<file path="src/rtl/mshe_pkg.sv">
// shared types and constants of the mpeg2 sequence header extractor
package mshe_pkg;

   // start code handling
   localparam logic [23:0] WINDOW_IDLE  = 24'hFF_FFFF;
   localparam logic [23:0] START_PREFIX = 24'h00_0001;
   localparam logic [7:0]  CODE_SEQ_HDR = 8'hB3;
   localparam logic [7:0]  CODE_SEQ_EXT = 8'hB5;

   // header and extension layout
   localparam int HDR_BODY_LEN   = 8;
   localparam int EXT_BODY_LEN   = 6;
   localparam int MATRIX_LEN     = 64;
   localparam int HDR_MARKER_IDX = 6;
   localparam int EXT_MARKER_IDX = 3;
   localparam int BODY_CNT_W     = $clog2(MATRIX_LEN);

   // flag masks
   localparam logic [7:0] HDR_MARKER_MASK = 8'h20;
   localparam logic [7:0] EXT_MARKER_MASK = 8'h01;
   localparam logic [7:0] INTRA_MASK      = 8'h02;
   localparam logic [7:0] NON_INTRA_MASK  = 8'h01;

   // command queue between front and back end
   localparam int QUEUE_DEPTH = 4;
   localparam int QUEUE_PTR_W = $clog2(QUEUE_DEPTH);

   // closing status codes
   typedef enum logic [1:0] {
      ST_OK     = 2'd0,
      ST_NOHDR  = 2'd1,
      ST_MARKER = 2'd2,
      ST_TRUNC  = 2'd3
   } status_type;

   // work that one input byte leaves for the back end
   typedef struct packed {
      logic       has_code;
      logic       has_byte;
      logic [7:0] data;
      logic       has_status;
      status_type status;
      logic [7:0] length;
   } cmd_type;

endpackage

</file>
<file path="src/rtl/mshe_if.sv">
// valid/ready channels for input bytes and result beats
interface mshe_req_if;
   logic       valid;
   logic       ready;
   logic [7:0] data_byte;
   logic       last_byte;

   modport source (output valid, output data_byte, output last_byte, input ready);
   modport sink   (input valid, input data_byte, input last_byte, output ready);
endinterface

interface mshe_rsp_if;
   logic       valid;
   logic       ready;
   logic [7:0] out_byte;
   logic       is_status;
   logic [1:0] status;
   logic [7:0] total_length;
   logic       end_of_run;

   modport source (output valid, output out_byte, output is_status, output status,
                   output total_length, output end_of_run, input ready);
   modport sink   (input valid, input out_byte, input is_status, input status,
                   input total_length, input end_of_run, output ready);
endinterface

</file>
<file path="src/rtl/mpeg2_sequence_header_extractor.sv">
// top level of the mpeg2 sequence header extractor
//
//   channel  dir  modport  beat
//   req_ch   in   sink     one extradata byte with last flag
//   rsp_ch   out  source   one copied byte or the closing status
//
// takes one byte per cycle while the command queue has room
// a start code byte yields four result beats (five with a status) from one
// queue entry; with bytes back to back the queue fills and the input stalls
// at start codes, then one byte and one beat per cycle while the output is ready
// a result beat is written to the queue when its byte is taken and then
// passes through the output register, which presents it to rsp_ch
// reset is synchronous and clears phase state, queue pointers and output valid
// either side may stall on its own; the output register holds a stalled beat
module mpeg2_sequence_header_extractor (
   input  logic       clock,
   input  logic       reset,
   mshe_req_if.sink   req_ch,
   mshe_rsp_if.source rsp_ch
);

   logic              accept;
   logic              push;
   logic              pop;
   logic              full;
   logic              empty;
   mshe_pkg::cmd_type push_cmd;
   mshe_pkg::cmd_type head_cmd;

   assign req_ch.ready = !full;
   assign accept       = req_ch.valid && !full;

   // byte classification
   mshe_front u_front (
      .clock     (clock),
      .reset     (reset),
      .accept    (accept),
      .data_byte (req_ch.data_byte),
      .last_byte (req_ch.last_byte),
      .push      (push),
      .cmd       (push_cmd)
   );

   // decoupling queue
   mshe_queue u_queue (
      .clock    (clock),
      .reset    (reset),
      .push     (push),
      .push_cmd (push_cmd),
      .pop      (pop),
      .head_cmd (head_cmd),
      .full     (full),
      .empty    (empty)
   );

   // result beat generation
   mshe_back u_back (
      .clock      (clock),
      .reset      (reset),
      .head_cmd   (head_cmd),
      .head_valid (!empty),
      .pop        (pop),
      .rsp_ch     (rsp_ch)
   );

endmodule

</file>
<file path="src/rtl/mshe_front.sv">
// front end: start code hunt, header phase tracking, command generation
module mshe_front (
   input  logic              clock,
   input  logic              reset,
   input  logic              accept,
   input  logic [7:0]        data_byte,
   input  logic              last_byte,
   output logic              push,
   output mshe_pkg::cmd_type cmd
);

   typedef enum logic [2:0] {
      PH_SEARCH_HDR = 3'd0,
      PH_HDR_BODY   = 3'd1,
      PH_INTRA      = 3'd2,
      PH_NONINTRA   = 3'd3,
      PH_SEARCH_EXT = 3'd4,
      PH_EXT_BODY   = 3'd5
   } phase_type;

   localparam int BW = mshe_pkg::BODY_CNT_W;

   phase_type     phase_ff, phase_in;
   logic [23:0]   window_ff, window_in;
   logic [BW-1:0] body_ff, body_in;
   logic          nip_ff, nip_in;
   logic [7:0]    copied_ff, copied_in;
   logic          finished_ff, finished_in;

   logic                 st_hit;
   mshe_pkg::status_type st;
   logic [7:0]           count_now;
   logic [2:0]           n_data;

   // next state and command for the byte on the input
   always_comb begin
      phase_in    = phase_ff;
      window_in   = window_ff;
      body_in     = body_ff;
      nip_in      = nip_ff;
      copied_in   = copied_ff;
      finished_in = finished_ff;
      st_hit      = 1'b0;
      st          = mshe_pkg::ST_OK;
      cmd         = '0;
      cmd.data    = data_byte;

      if (!finished_ff) begin
         unique case (phase_ff)
            PH_SEARCH_HDR, PH_SEARCH_EXT: begin
               window_in = {window_ff[15:0], data_byte};
               if (window_ff == mshe_pkg::START_PREFIX) begin
                  window_in = mshe_pkg::WINDOW_IDLE;
                  if (phase_ff == PH_SEARCH_HDR) begin
                     if (data_byte == mshe_pkg::CODE_SEQ_HDR) begin
                        cmd.has_code = 1'b1;
                        phase_in     = PH_HDR_BODY;
                        body_in      = '0;
                     end
                  end else if (data_byte == mshe_pkg::CODE_SEQ_EXT) begin
                     cmd.has_code = 1'b1;
                     phase_in     = PH_EXT_BODY;
                     body_in      = '0;
                  end else begin
                     st_hit = 1'b1;
                     st     = mshe_pkg::ST_OK;
                  end
               end
            end
            PH_HDR_BODY: begin
               if (body_ff == BW'(mshe_pkg::HDR_MARKER_IDX) &&
                   (data_byte & mshe_pkg::HDR_MARKER_MASK) == 8'd0) begin
                  st_hit = 1'b1;
                  st     = mshe_pkg::ST_MARKER;
               end else begin
                  cmd.has_byte = 1'b1;
                  body_in      = body_ff + BW'(1);
                  if (body_ff == BW'(mshe_pkg::HDR_BODY_LEN - 1)) begin
                     body_in = '0;
                     nip_in  = |(data_byte & mshe_pkg::NON_INTRA_MASK);
                     if (|(data_byte & mshe_pkg::INTRA_MASK))
                        phase_in = PH_INTRA;
                     else if (|(data_byte & mshe_pkg::NON_INTRA_MASK))
                        phase_in = PH_NONINTRA;
                     else
                        phase_in = PH_SEARCH_EXT;
                  end
               end
            end
            PH_INTRA: begin
               cmd.has_byte = 1'b1;
               body_in      = body_ff + BW'(1);
               if (body_ff == BW'(mshe_pkg::MATRIX_LEN - 1)) begin
                  body_in  = '0;
                  nip_in   = |(data_byte & mshe_pkg::NON_INTRA_MASK);
                  phase_in = (|(data_byte & mshe_pkg::NON_INTRA_MASK)) ?
                             PH_NONINTRA : PH_SEARCH_EXT;
               end
            end
            PH_NONINTRA: begin
               cmd.has_byte = 1'b1;
               body_in      = body_ff + BW'(1);
               if (body_ff == BW'(mshe_pkg::MATRIX_LEN - 1)) begin
                  body_in  = '0;
                  nip_in   = 1'b0;
                  phase_in = PH_SEARCH_EXT;
               end
            end
            PH_EXT_BODY: begin
               if (body_ff == BW'(mshe_pkg::EXT_MARKER_IDX) &&
                   (data_byte & mshe_pkg::EXT_MARKER_MASK) == 8'd0) begin
                  st_hit = 1'b1;
                  st     = mshe_pkg::ST_MARKER;
               end else begin
                  cmd.has_byte = 1'b1;
                  body_in      = body_ff + BW'(1);
                  if (body_ff == BW'(mshe_pkg::EXT_BODY_LEN - 1)) begin
                     st_hit = 1'b1;
                     st     = mshe_pkg::ST_OK;
                  end
               end
            end
            default: begin
               st_hit = 1'b1;
               st     = mshe_pkg::ST_NOHDR;
            end
         endcase

         // input ends with no status yet
         if (!st_hit && last_byte) begin
            st_hit = 1'b1;
            if (phase_in == PH_SEARCH_HDR)
               st = mshe_pkg::ST_NOHDR;
            else if (phase_in == PH_SEARCH_EXT)
               st = mshe_pkg::ST_OK;
            else
               st = mshe_pkg::ST_TRUNC;
         end
      end

      // byte count after this step
      n_data    = cmd.has_code ? 3'd4 : (cmd.has_byte ? 3'd1 : 3'd0);
      count_now = copied_ff + {5'd0, n_data};
      copied_in = count_now;

      cmd.has_status = st_hit;
      cmd.status     = st;
      cmd.length     = (st == mshe_pkg::ST_OK) ? count_now : 8'd0;

      if (st_hit)
         finished_in = 1'b1;

      // end of extradata returns everything to the start
      if (last_byte && (finished_ff || st_hit)) begin
         phase_in    = PH_SEARCH_HDR;
         window_in   = mshe_pkg::WINDOW_IDLE;
         body_in     = '0;
         nip_in      = 1'b0;
         copied_in   = 8'd0;
         finished_in = 1'b0;
      end
   end

   assign push = accept && (cmd.has_code || cmd.has_byte || cmd.has_status);

   // phase state and counters
   always_ff @(posedge clock) begin
      if (reset) begin
         phase_ff    <= PH_SEARCH_HDR;
         window_ff   <= mshe_pkg::WINDOW_IDLE;
         body_ff     <= '0;
         nip_ff      <= 1'b0;
         copied_ff   <= 8'd0;
         finished_ff <= 1'b0;
      end else if (accept) begin
         phase_ff    <= phase_in;
         window_ff   <= window_in;
         body_ff     <= body_in;
         nip_ff      <= nip_in;
         copied_ff   <= copied_in;
         finished_ff <= finished_in;
      end
   end

   // copied bytes never pass the largest legal length
   a_copied_range: assert property (@(posedge clock) disable iff (reset)
      copied_ff <= 8'd150)
      else $error("copied count out of range");

   // a finished run emits no further beats until the last byte
   a_finished_quiet: assert property (@(posedge clock) disable iff (reset)
      finished_ff |-> !(cmd.has_code || cmd.has_byte || cmd.has_status))
      else $error("beats after the run ended");

   // a start code command only leaves the search phases
   a_code_from_search: assert property (@(posedge clock) disable iff (reset)
      (accept && cmd.has_code) |=> (phase_ff == PH_HDR_BODY || phase_ff == PH_EXT_BODY
                                    || $past(last_byte)))
      else $error("start code command outside a search phase");

endmodule

</file>
<file path="src/rtl/mshe_queue.sv">
// short command queue between front and back end
module mshe_queue (
   input  logic              clock,
   input  logic              reset,
   input  logic              push,
   input  mshe_pkg::cmd_type push_cmd,
   input  logic              pop,
   output mshe_pkg::cmd_type head_cmd,
   output logic              full,
   output logic              empty
);

   localparam int PW = mshe_pkg::QUEUE_PTR_W;

   mshe_pkg::cmd_type mem_ff [mshe_pkg::QUEUE_DEPTH];
   logic [PW-1:0]     wr_ptr_ff, rd_ptr_ff;
   logic [PW:0]       count_ff;

   assign full     = count_ff == (PW+1)'(mshe_pkg::QUEUE_DEPTH);
   assign empty    = count_ff == '0;
   assign head_cmd = mem_ff[rd_ptr_ff];

   // entry storage
   always_ff @(posedge clock) begin
      if (push)
         mem_ff[wr_ptr_ff] <= push_cmd;
   end

   // pointers and fill count
   always_ff @(posedge clock) begin
      if (reset) begin
         wr_ptr_ff <= '0;
         rd_ptr_ff <= '0;
         count_ff  <= '0;
      end else begin
         if (push)
            wr_ptr_ff <= wr_ptr_ff + PW'(1);
         if (pop)
            rd_ptr_ff <= rd_ptr_ff + PW'(1);
         if (push && !pop)
            count_ff <= count_ff + (PW+1)'(1);
         else if (pop && !push)
            count_ff <= count_ff - (PW+1)'(1);
      end
   end

   a_no_overflow: assert property (@(posedge clock) disable iff (reset)
      push |-> (!full || pop))
      else $error("command queue overflow");

   a_no_underflow: assert property (@(posedge clock) disable iff (reset)
      pop |-> !empty)
      else $error("command queue underflow");

   a_count_ptrs: assert property (@(posedge clock) disable iff (reset)
      (count_ff == '0 || full) |-> (wr_ptr_ff == rd_ptr_ff))
      else $error("queue pointers disagree with fill count");

endmodule

</file>
<file path="src/rtl/mshe_back.sv">
// back end: expands commands into result beats behind an output register
module mshe_back (
   input  logic              clock,
   input  logic              reset,
   input  mshe_pkg::cmd_type head_cmd,
   input  logic              head_valid,
   output logic              pop,
   mshe_rsp_if.source        rsp_ch
);

   logic       rsp_valid_ff;
   logic [7:0] out_byte_ff, out_byte_in;
   logic       is_status_ff, is_status_in;
   logic [1:0] status_ff, status_in;
   logic [7:0] length_ff, length_in;
   logic [2:0] sub_ff, sub_in;

   logic [2:0] n_data;
   logic [2:0] n_total;
   logic       last_item;
   logic       advance;

   // pick the beat at the current step of the head command
   always_comb begin
      n_data    = head_cmd.has_code ? 3'd4 : (head_cmd.has_byte ? 3'd1 : 3'd0);
      n_total   = n_data + {2'd0, head_cmd.has_status};
      last_item = sub_ff == (n_total - 3'd1);

      out_byte_in  = 8'd0;
      is_status_in = 1'b0;
      status_in    = 2'd0;
      length_in    = 8'd0;
      if (sub_ff < n_data) begin
         if (head_cmd.has_code) begin
            case (sub_ff[1:0])
               2'd0, 2'd1: out_byte_in = 8'h00;
               2'd2:       out_byte_in = 8'h01;
               default:    out_byte_in = head_cmd.data;
            endcase
         end else begin
            out_byte_in = head_cmd.data;
         end
      end else begin
         is_status_in = 1'b1;
         status_in    = head_cmd.status;
         length_in    = head_cmd.length;
      end

      sub_in = last_item ? 3'd0 : sub_ff + 3'd1;
   end

   assign advance = !rsp_valid_ff || rsp_ch.ready;
   assign pop     = advance && head_valid && last_item;

   // beat valid and step counter
   always_ff @(posedge clock) begin
      if (reset) begin
         rsp_valid_ff <= 1'b0;
         sub_ff       <= 3'd0;
      end else if (advance) begin
         rsp_valid_ff <= head_valid;
         if (head_valid)
            sub_ff <= sub_in;
      end
   end

   // beat payload
   always_ff @(posedge clock) begin
      if (advance && head_valid) begin
         out_byte_ff  <= out_byte_in;
         is_status_ff <= is_status_in;
         status_ff    <= status_in;
         length_ff    <= length_in;
      end
   end

   assign rsp_ch.valid        = rsp_valid_ff;
   assign rsp_ch.out_byte     = out_byte_ff;
   assign rsp_ch.is_status    = is_status_ff;
   assign rsp_ch.status       = status_ff;
   assign rsp_ch.total_length = length_ff;
   assign rsp_ch.end_of_run   = is_status_ff;

   a_sub_range: assert property (@(posedge clock) disable iff (reset)
      sub_ff <= 3'd4)
      else $error("step counter out of range");

   a_stall_holds: assert property (@(posedge clock) disable iff (reset)
      (rsp_valid_ff && !rsp_ch.ready) |=> (rsp_valid_ff && $stable(out_byte_ff)
                                           && $stable(is_status_ff)))
      else $error("stalled beat changed");

   a_step_idle: assert property (@(posedge clock) disable iff (reset)
      !head_valid |-> sub_ff == 3'd0)
      else $error("step counter left over without a command");

endmodule
</file>
<file path="src/flat_wrapper.sv">
// flat-port wrapper written by rule: the top's interface ports become plain ports
module mpeg2_sequence_header_extractor_flat 
  (clock, reset, req_ch_valid, req_ch_data_byte, req_ch_last_byte, req_ch_ready, rsp_ch_valid, rsp_ch_out_byte, rsp_ch_is_status, rsp_ch_status, rsp_ch_total_length, rsp_ch_end_of_run, rsp_ch_ready);
  mshe_req_if req_ch_i ();
  mshe_rsp_if rsp_ch_i ();
  input  logic clock;
  input  logic reset;
  input wire logic [$bits(req_ch_i.valid)-1:0] req_ch_valid;
  input wire logic [$bits(req_ch_i.data_byte)-1:0] req_ch_data_byte;
  input wire logic [$bits(req_ch_i.last_byte)-1:0] req_ch_last_byte;
  output wire logic [$bits(req_ch_i.ready)-1:0] req_ch_ready;
  output wire logic [$bits(rsp_ch_i.valid)-1:0] rsp_ch_valid;
  output wire logic [$bits(rsp_ch_i.out_byte)-1:0] rsp_ch_out_byte;
  output wire logic [$bits(rsp_ch_i.is_status)-1:0] rsp_ch_is_status;
  output wire logic [$bits(rsp_ch_i.status)-1:0] rsp_ch_status;
  output wire logic [$bits(rsp_ch_i.total_length)-1:0] rsp_ch_total_length;
  output wire logic [$bits(rsp_ch_i.end_of_run)-1:0] rsp_ch_end_of_run;
  input wire logic [$bits(rsp_ch_i.ready)-1:0] rsp_ch_ready;
  assign req_ch_i.valid = req_ch_valid;
  assign req_ch_i.data_byte = req_ch_data_byte;
  assign req_ch_i.last_byte = req_ch_last_byte;
  assign req_ch_ready = req_ch_i.ready;
  assign rsp_ch_valid = rsp_ch_i.valid;
  assign rsp_ch_out_byte = rsp_ch_i.out_byte;
  assign rsp_ch_is_status = rsp_ch_i.is_status;
  assign rsp_ch_status = rsp_ch_i.status;
  assign rsp_ch_total_length = rsp_ch_i.total_length;
  assign rsp_ch_end_of_run = rsp_ch_i.end_of_run;
  assign rsp_ch_i.ready = rsp_ch_ready;
  mpeg2_sequence_header_extractor u_core (.clock(clock), .reset(reset), .req_ch(req_ch_i), .rsp_ch(rsp_ch_i));
endmodule
</file>
<file path="config.mk">
export PLATFORM = sky130hd
export DESIGN_NAME = mpeg2_sequence_header_extractor_flat
export DESIGN_NICKNAME = d
export VERILOG_FILES = /design/src/rtl/mshe_pkg.sv /design/src/rtl/mshe_if.sv /design/src/rtl/mpeg2_sequence_header_extractor.sv /design/src/rtl/mshe_front.sv /design/src/rtl/mshe_queue.sv /design/src/rtl/mshe_back.sv /design/src/flat_wrapper.sv
export SDC_FILE = /design/constraint.sdc
export NUM_CORES = 1
export LEC_CHECK = 0
export CORE_MARGIN = 5
export CORE_UTILIZATION = 45
export DETAILED_ROUTE_END_ITERATION = 7
export DONT_BUFFER_PORTS = 1
export GPL_TIMING_DRIVEN = 0
export SLEW_MARGIN = 15
export SYNTH_ARGS = -nofsm -noshare
export SYNTH_HDL_FRONTEND = slang
export SYNTH_SLANG_ARGS = --single-unit
</file>
<file path="constraint.sdc">
create_clock -name clock -period 11 [get_ports clock]
set_clock_uncertainty 0.1 [all_clocks]
set_input_delay 2.2 -clock clock [delete_from_list [all_inputs] [get_ports clock]]
set_output_delay 2.2 -clock clock [all_outputs]
set_load 0.005 [all_outputs]
</file>
* Word level (Yosys, flattened, before mapping)
Memories as Yosys holds them, arrays and structs flattened. A register that Yosys moved wholly into a read port is not among the register bits.
Index checks and enable logic that the tools add are counted.
** Word-level totals
- Register bits :: 72
- RAM bits :: 84
- Input bits :: 13
- Logic and storage cells :: 163
- Memories :: 1
** Operators by class
- $add $sub $neg :: 9
- Order comparisons :: 1
- Equal/unequal tests :: 24
- Mux-type cells :: 73
- Bitwise operators :: 1
- Reduce and logical (&&, ||, !) cells :: 40
** Memory list
- u_core.u_queue.mem_ff :: words 4, width 21, read ports 1, clocked after Yosys merged registers in 1, wr ports 1, RTL line mshe_queue.sv:15 : mshe_pkg::cmd_type mem_ff [mshe_pkg::QUEUE_DEPTH];
** Operator list (count)
- 2-to-1 mux 24 bit :: 4
- 2-to-1 mux 6 bit :: 10
- 2-to-1 mux 3 bit :: 18
- == test 24 x 1 -> 1 bit, second input constant :: 1
- 2-to-1 mux 8 bit :: 3
- one-hot mux 6 bit (4 select lines) :: 1
- 2-to-1 mux 1 bit :: 23
- == test 6 x 3 -> 1 bit, second input constant :: 3
- 2-to-1 mux 2 bit :: 9
- == test 8 bit, second input constant :: 2
- zero test 8 bit :: 2
- one-hot mux 8 bit (2 select lines) :: 1
- == test 3 bit, second input constant :: 4
- one-hot mux 3 bit (4 select lines) :: 1
- logical AND 1 bit :: 10
- zero test 3 bit :: 3
- != test 3 bit, second input constant :: 3
- adder 8 x 3 -> 8 bit :: 1
- != test 4 bit, second input constant :: 2
- AND reduction 8 bit :: 1
- adder 3 x 1 -> 3 bit, second input constant :: 2
- adder 6 x 1 -> 6 bit, second input constant :: 1
- == test 3 x 2 -> 1 bit, second input constant :: 2
- == test 6 x 2 -> 1 bit, second input constant :: 1
- other kinds (23) :: 40

* Logic depth before layout (Yosys ltp)
- Word-level depth :: 16
- Gate-level depth with buffers :: 14

* By module
A second synthesis with hierarchy kept.
** Second synthesis, totals
- Cell total of the unflattened synthesis :: 560
- Area, all modules :: 7104.3 um2
** Modules (own cells, without submodules)
- mshe_queue :: times used 1, cells an instance 153, area an instance 3460.8 um2
- mshe_front :: times used 1, cells an instance 328, area an instance 2563.7 um2
- mshe_back :: times used 1, cells an instance 76, area an instance 1066.0 um2
- mpeg2_sequence_header_extractor :: times used 1, cells an instance 3, area an instance 13.8 um2

* Worst setup path after synthesis
Ideal clock, no wire load.
- Path type :: input to register
- Start point :: input rsp_ch_ready
- End point :: register u_core.u_queue.count_ff[2]
- Setup time :: 0.071 ns
- Arrival time :: 4.773 ns
- Setup slack :: 6.056 ns
- Stages :: 10
- Cells stage by stage :: inv_1 > a21oi_1 > o211a_1 > inv_1 > ha_1 > inv_1 > fa_1 > xor2_1 > or3_1 > a21oi_1
** Between the ends
- Cells in the longest elaborated chain, start to end :: 6
- Elaborated cells between the ends (all ways) :: 8
- Classes of those cells :: mux (1); reduce/logical (7)
** RTL lines
- start, declared :: RTL line flat_wrapper.sv:18 : input wire logic [$bits(rsp_ch_i.ready)-1:0] rsp_ch_ready;
- logical OR 1 bit (*) :: RTL line mshe_back.sv:52 : assign advance = !rsp_valid_ff || rsp_ch.ready;
- logical AND 1 bit (*) (2 in series) :: RTL line mshe_back.sv:53 : assign pop = advance && head_valid && last_item;
- zero test 1 bit :: RTL line mshe_queue.sv:40 : if (push && !pop)
- logical AND 1 bit :: RTL line mshe_queue.sv:40
- 2-to-1 mux 3 bit or nonzero test 2 bit (tied branches)
- end signal, assigned :: RTL line mshe_queue.sv:41 : count_ff <= count_ff + (PW+1)'(1);
- end signal, assigned :: RTL line mshe_queue.sv:43 : count_ff <= count_ff - (PW+1)'(1);
- end, declared :: RTL line mshe_queue.sv:17 : logic [PW:0] count_ff;
Mark *: on every way between the ends. The rest lies on a longest branch, timed or not.
A chain may end at the register's enable or synchronous reset.

* Worst setup path in the final report
- Start point :: input req_ch_data_byte[3]
- End point :: register u_core.u_queue.count_ff[2]
** Between the ends
- Cells in the longest elaborated chain, start to end :: 15
- Elaborated cells between the ends (all ways) :: 25
- Classes of those cells :: eq/ne (2); mux (14); reduce/logical (9)
** RTL lines
- start, declared :: RTL line flat_wrapper.sv:9 : input wire logic [$bits(req_ch_i.data_byte)-1:0] req_ch_data_byte;
- == test 8 bit :: RTL line mshe_front.sv:60 : end else if (data_byte == mshe_pkg::CODE_SEQ_EXT) begin
- 2-to-1 mux 1 bit :: RTL line mshe_front.sv:60
- 2-to-1 mux 1 bit :: RTL line mshe_front.sv:54 : if (phase_ff == PH_SEARCH_HDR) begin
- 2-to-1 mux 1 bit :: RTL line mshe_front.sv:52 : if (window_ff == mshe_pkg::START_PREFIX) begin
- one-hot mux 1 bit (4 select lines) :: RTL line mshe_front.sv:49 : unique case (phase_ff)
- 2-to-1 mux 1 bit :: RTL line mshe_front.sv:48 : if (!finished_ff) begin
- zero test 1 bit :: RTL line mshe_front.sv:130 : if (!st_hit && last_byte) begin
- logical AND 1 bit :: RTL line mshe_front.sv:130
- 2-to-1 mux 1 bit :: RTL line mshe_front.sv:130
- 2-to-1 mux 1 bit :: RTL line mshe_front.sv:48
- logical OR 1 bit (*) :: RTL line mshe_front.sv:164 : assign push = accept && (cmd.has_code || cmd.has_byte || cmd.has_status);
- logical AND 1 bit (*) :: RTL line mshe_front.sv:164
- net u_core.push :: RTL line mpeg2_sequence_header_extractor.sv:23 : logic push;
- zero test 1 bit :: RTL line mshe_queue.sv:42 : else if (pop && !push)
- logical AND 1 bit :: RTL line mshe_queue.sv:42
- nonzero test 2 bit (no line)
Mark *: on every way through the listed nets, which the timed path passes. The rest lies on a longest branch. The select of a mux whose other input is x is not followed.

==> metrics.txt <==
DRC violations left 0; fin. max-slew vios 0; Crit. End Element flip-flop; Hold Path End u_core.u_front.window_ff[22]; clock root buffer clkbuf_16; standard-cell rows 45; number of synthesized flops with an enable pin 103; maximum clock frequency 0.194 GHz; Boundary Pins 35; Post-CTS Resized 0; critical path required time 11.25 ns; syn avg cell area 13.1 um^2; Ant. Diodes 0; synth warn 0; Startpoint Class input pin; Max Cap Violations 0; final hold viol count 0; CP arrival 5.41 ns; CTS tree done; most frequent cells in the layout edfxtp_1, dfxtp_1, nand2_1; FF-to-FF path depth 14; crit path from req_ch_data_byte[3]; highest ir drop seen on vdd 0.116 mV; grt total ovfl 0; Tmin final 5.16 ns; syn_nets 556; vias 4310; worst-margin pin slew 0.926 ns; synth unique cells 62; drt first-iter violations 366; Hold Startpoint u_core.u_front.window_ff[22]; final setup fails 0; vias in the first global route 4223; share of synthesized registers carrying an async set or reset 0%; drt wl/cell 18.1 um; CTS sink count 158; DP HPWL 9.26 mm; WL final 13.5 mm; area growth from synthesis to layout 12.4%; RSZ-0062 raised after global routing no; power per cell area 207 mW/mm^2; Post-Route Utilization 51.2%; R2R setup slack 6.73 ns; Yosys top cell area share 45.1%; first-pass GRT wire length 22.2 mm; Setup CP Type in2reg; cts hold-fix bufs 0; initial antenna violation count 0; drt first pass iters 5; Seq/Total Area, Yosys 61.1%; most common cell after layout, fill and taps aside edfxtp_1; layout cells sized above 1 13.6%; die area 0.0178 mm^2; GRT Total Usage 15.9%; mapped cell area 0.00687 mm^2; vias per cell 5.78; die width 134 um; largest net degree at the start of global routing 25; CTS Buffer Depth 2; Tcrit/Tclk final 46.9%; die height 134 um; placer congestion estimate 0.901; cells after synthesis 526; # Post-CTS Setup Buffers 0; input/output buffers 0; htree depth 4; leakage power 2.60 nW; min-delay worst type reg2reg; relative slew slack 37.5%; Core ar. 0.0151 mm^2; Worst-Skew Late Latency 0.42 ns; status completed; top_reg_cell synth edfxtp_1; post-route ant nets 0; top cells by area, synth edfxtp_1, dfxtp_1, mux4_2; CP Max Fanout 7; register bit count reported by yosys 158; Reg clk slew, reported paths 0.06 ns; placed cell count 714; Fin Setup TNS 0 ns; CTS buffer count 17; Non-Filler Instances 746; Worst Hold Depth 2; dpl ws 5.42 ns; # nets final 575; final worst slack 5.84 ns; Starting Density 45.5%; R2R Path End u_core.u_queue.count_ff[2]; Synth area leader edfxtp_1
## how the worst max path moves through the flow
stage	endpoint	slack, ns	cells past startpoint
after floorplan	u_core.u_queue.count_ff[2]	6.06	10
after global placement	u_core.u_queue.count_ff[2]	5.35	10
after detailed placement	u_core.u_queue.count_ff[2]	5.42	11
after CTS	u_core.u_queue.count_ff[2]	5.85	11
after global routing	u_core.u_queue.count_ff[2]	5.66	11
final	u_core.u_queue.count_ff[2]	5.84	11
## Yosys cell counts, drive strengths merged, types with 5 or more instances
| library cell | number |
|---|---|
| nand2b | 7 |
| xor2 | 5 |
| nand3 | 5 |
| buf | 6 |
| mux4 | 21 |
| a31oi | 6 |
| nor2 | 26 |
| a21oi | 16 |
| edfxtp | 103 |
| o21ai | 13 |
| nand2 | 39 |
| nor3 | 17 |
| o22ai | 25 |
| xnor2 | 8 |
| and3 | 18 |
| nor2b | 18 |
| dfxtp | 55 |
| clkbuf | 20 |
| nor4 | 9 |
| ha | 16 |
| nor4b | 5 |
| mux2i | 5 |
| and2 | 8 |
| inv | 17 |
## flip-flops by register name, summed over array words and instances, names as in the netlist, named ones only
name	count
u_core.u_back.sub_ff	3
u_core.u_back.rsp_ch.valid	1
u_core.u_queue.mem_ff	84
u_core.u_back.rsp_ch.status	2
u_core.u_back.rsp_ch.total_length	8
u_core.u_front.finished_ff	1
u_core.u_front.phase_ff	3
u_core.u_front.window_ff	24
u_core.u_front.body_ff	6
u_core.u_queue.count_ff	3
u_core.u_back.rsp_ch.out_byte	8
u_core.u_queue.rd_ptr_ff	2
u_core.u_front.copied_ff	8
u_core.u_queue.wr_ptr_ff	2
u_core.u_back.rsp_ch.end_of_run	1
## cell type report
cell class | instances | area [um^2]
clock buffer | 26 | 567
sequential | 158 | 4190
clock inverter | 6 | 40.0
multi-input combinational | 325 | 2510
inverter | 17 | 63.8
tap | 188 | 235
buffer | 26 | 105
fill | 1278 | 7370
## report_power, final
group	internal, W	switching [W]	total (W)	leakage (nW)
clock network	0.000357	0.000225	0.000582	0.300
registers	0.000725	0.0000390	0.000764	1.39
logic	0.000101	0.000154	0.000255	0.905
## per-layer routing
layer / share of wire, % / GRT usage (%)
met5: 0 / 0
met1: 47 / 21.3
met2: 46 / 25.1
met3: 4.7 / 4.08
met4: 1.9 / 5.71
## kinds of logic after synthesis
kind of cell | synth area share (%)
XOR/XNOR | 1.66
buffers and inverters | 2.46
adder cells (fa/ha/maj) | 3.21
AND/OR/NAND/NOR | 14.8
multiplexers | 7.84
flip-flops | 61.1
AO/OA/AOI/OAI | 8.91
## critical path: stages
cell and delay, ns:
nor4bb_1 0.46, nand3_1 0.20, nor4_1 0.46, a21oi_1 0.26
a211oi_4 0.49, ha_1 0.27, inv_1 0.07, fa_1 0.38
xor2_1 0.18, or3_1 0.30, a21oi_1 0.13
## metrics by stage
step	hold WS [ns]	power (W)	instance area (um^2)
3_5_place_dp	0.385	0.00104	7110
6_report	0.402	0.00160	7720
2_1_floorplan	0.357	0.000967	6870
5_1_grt	0.420	0.00168	7720
4_1_cts	0.399	0.00162	7720
3_3_place_gp	0.370	0.00103	7100
Note: power is estimated with default switching activity, not from simulation.
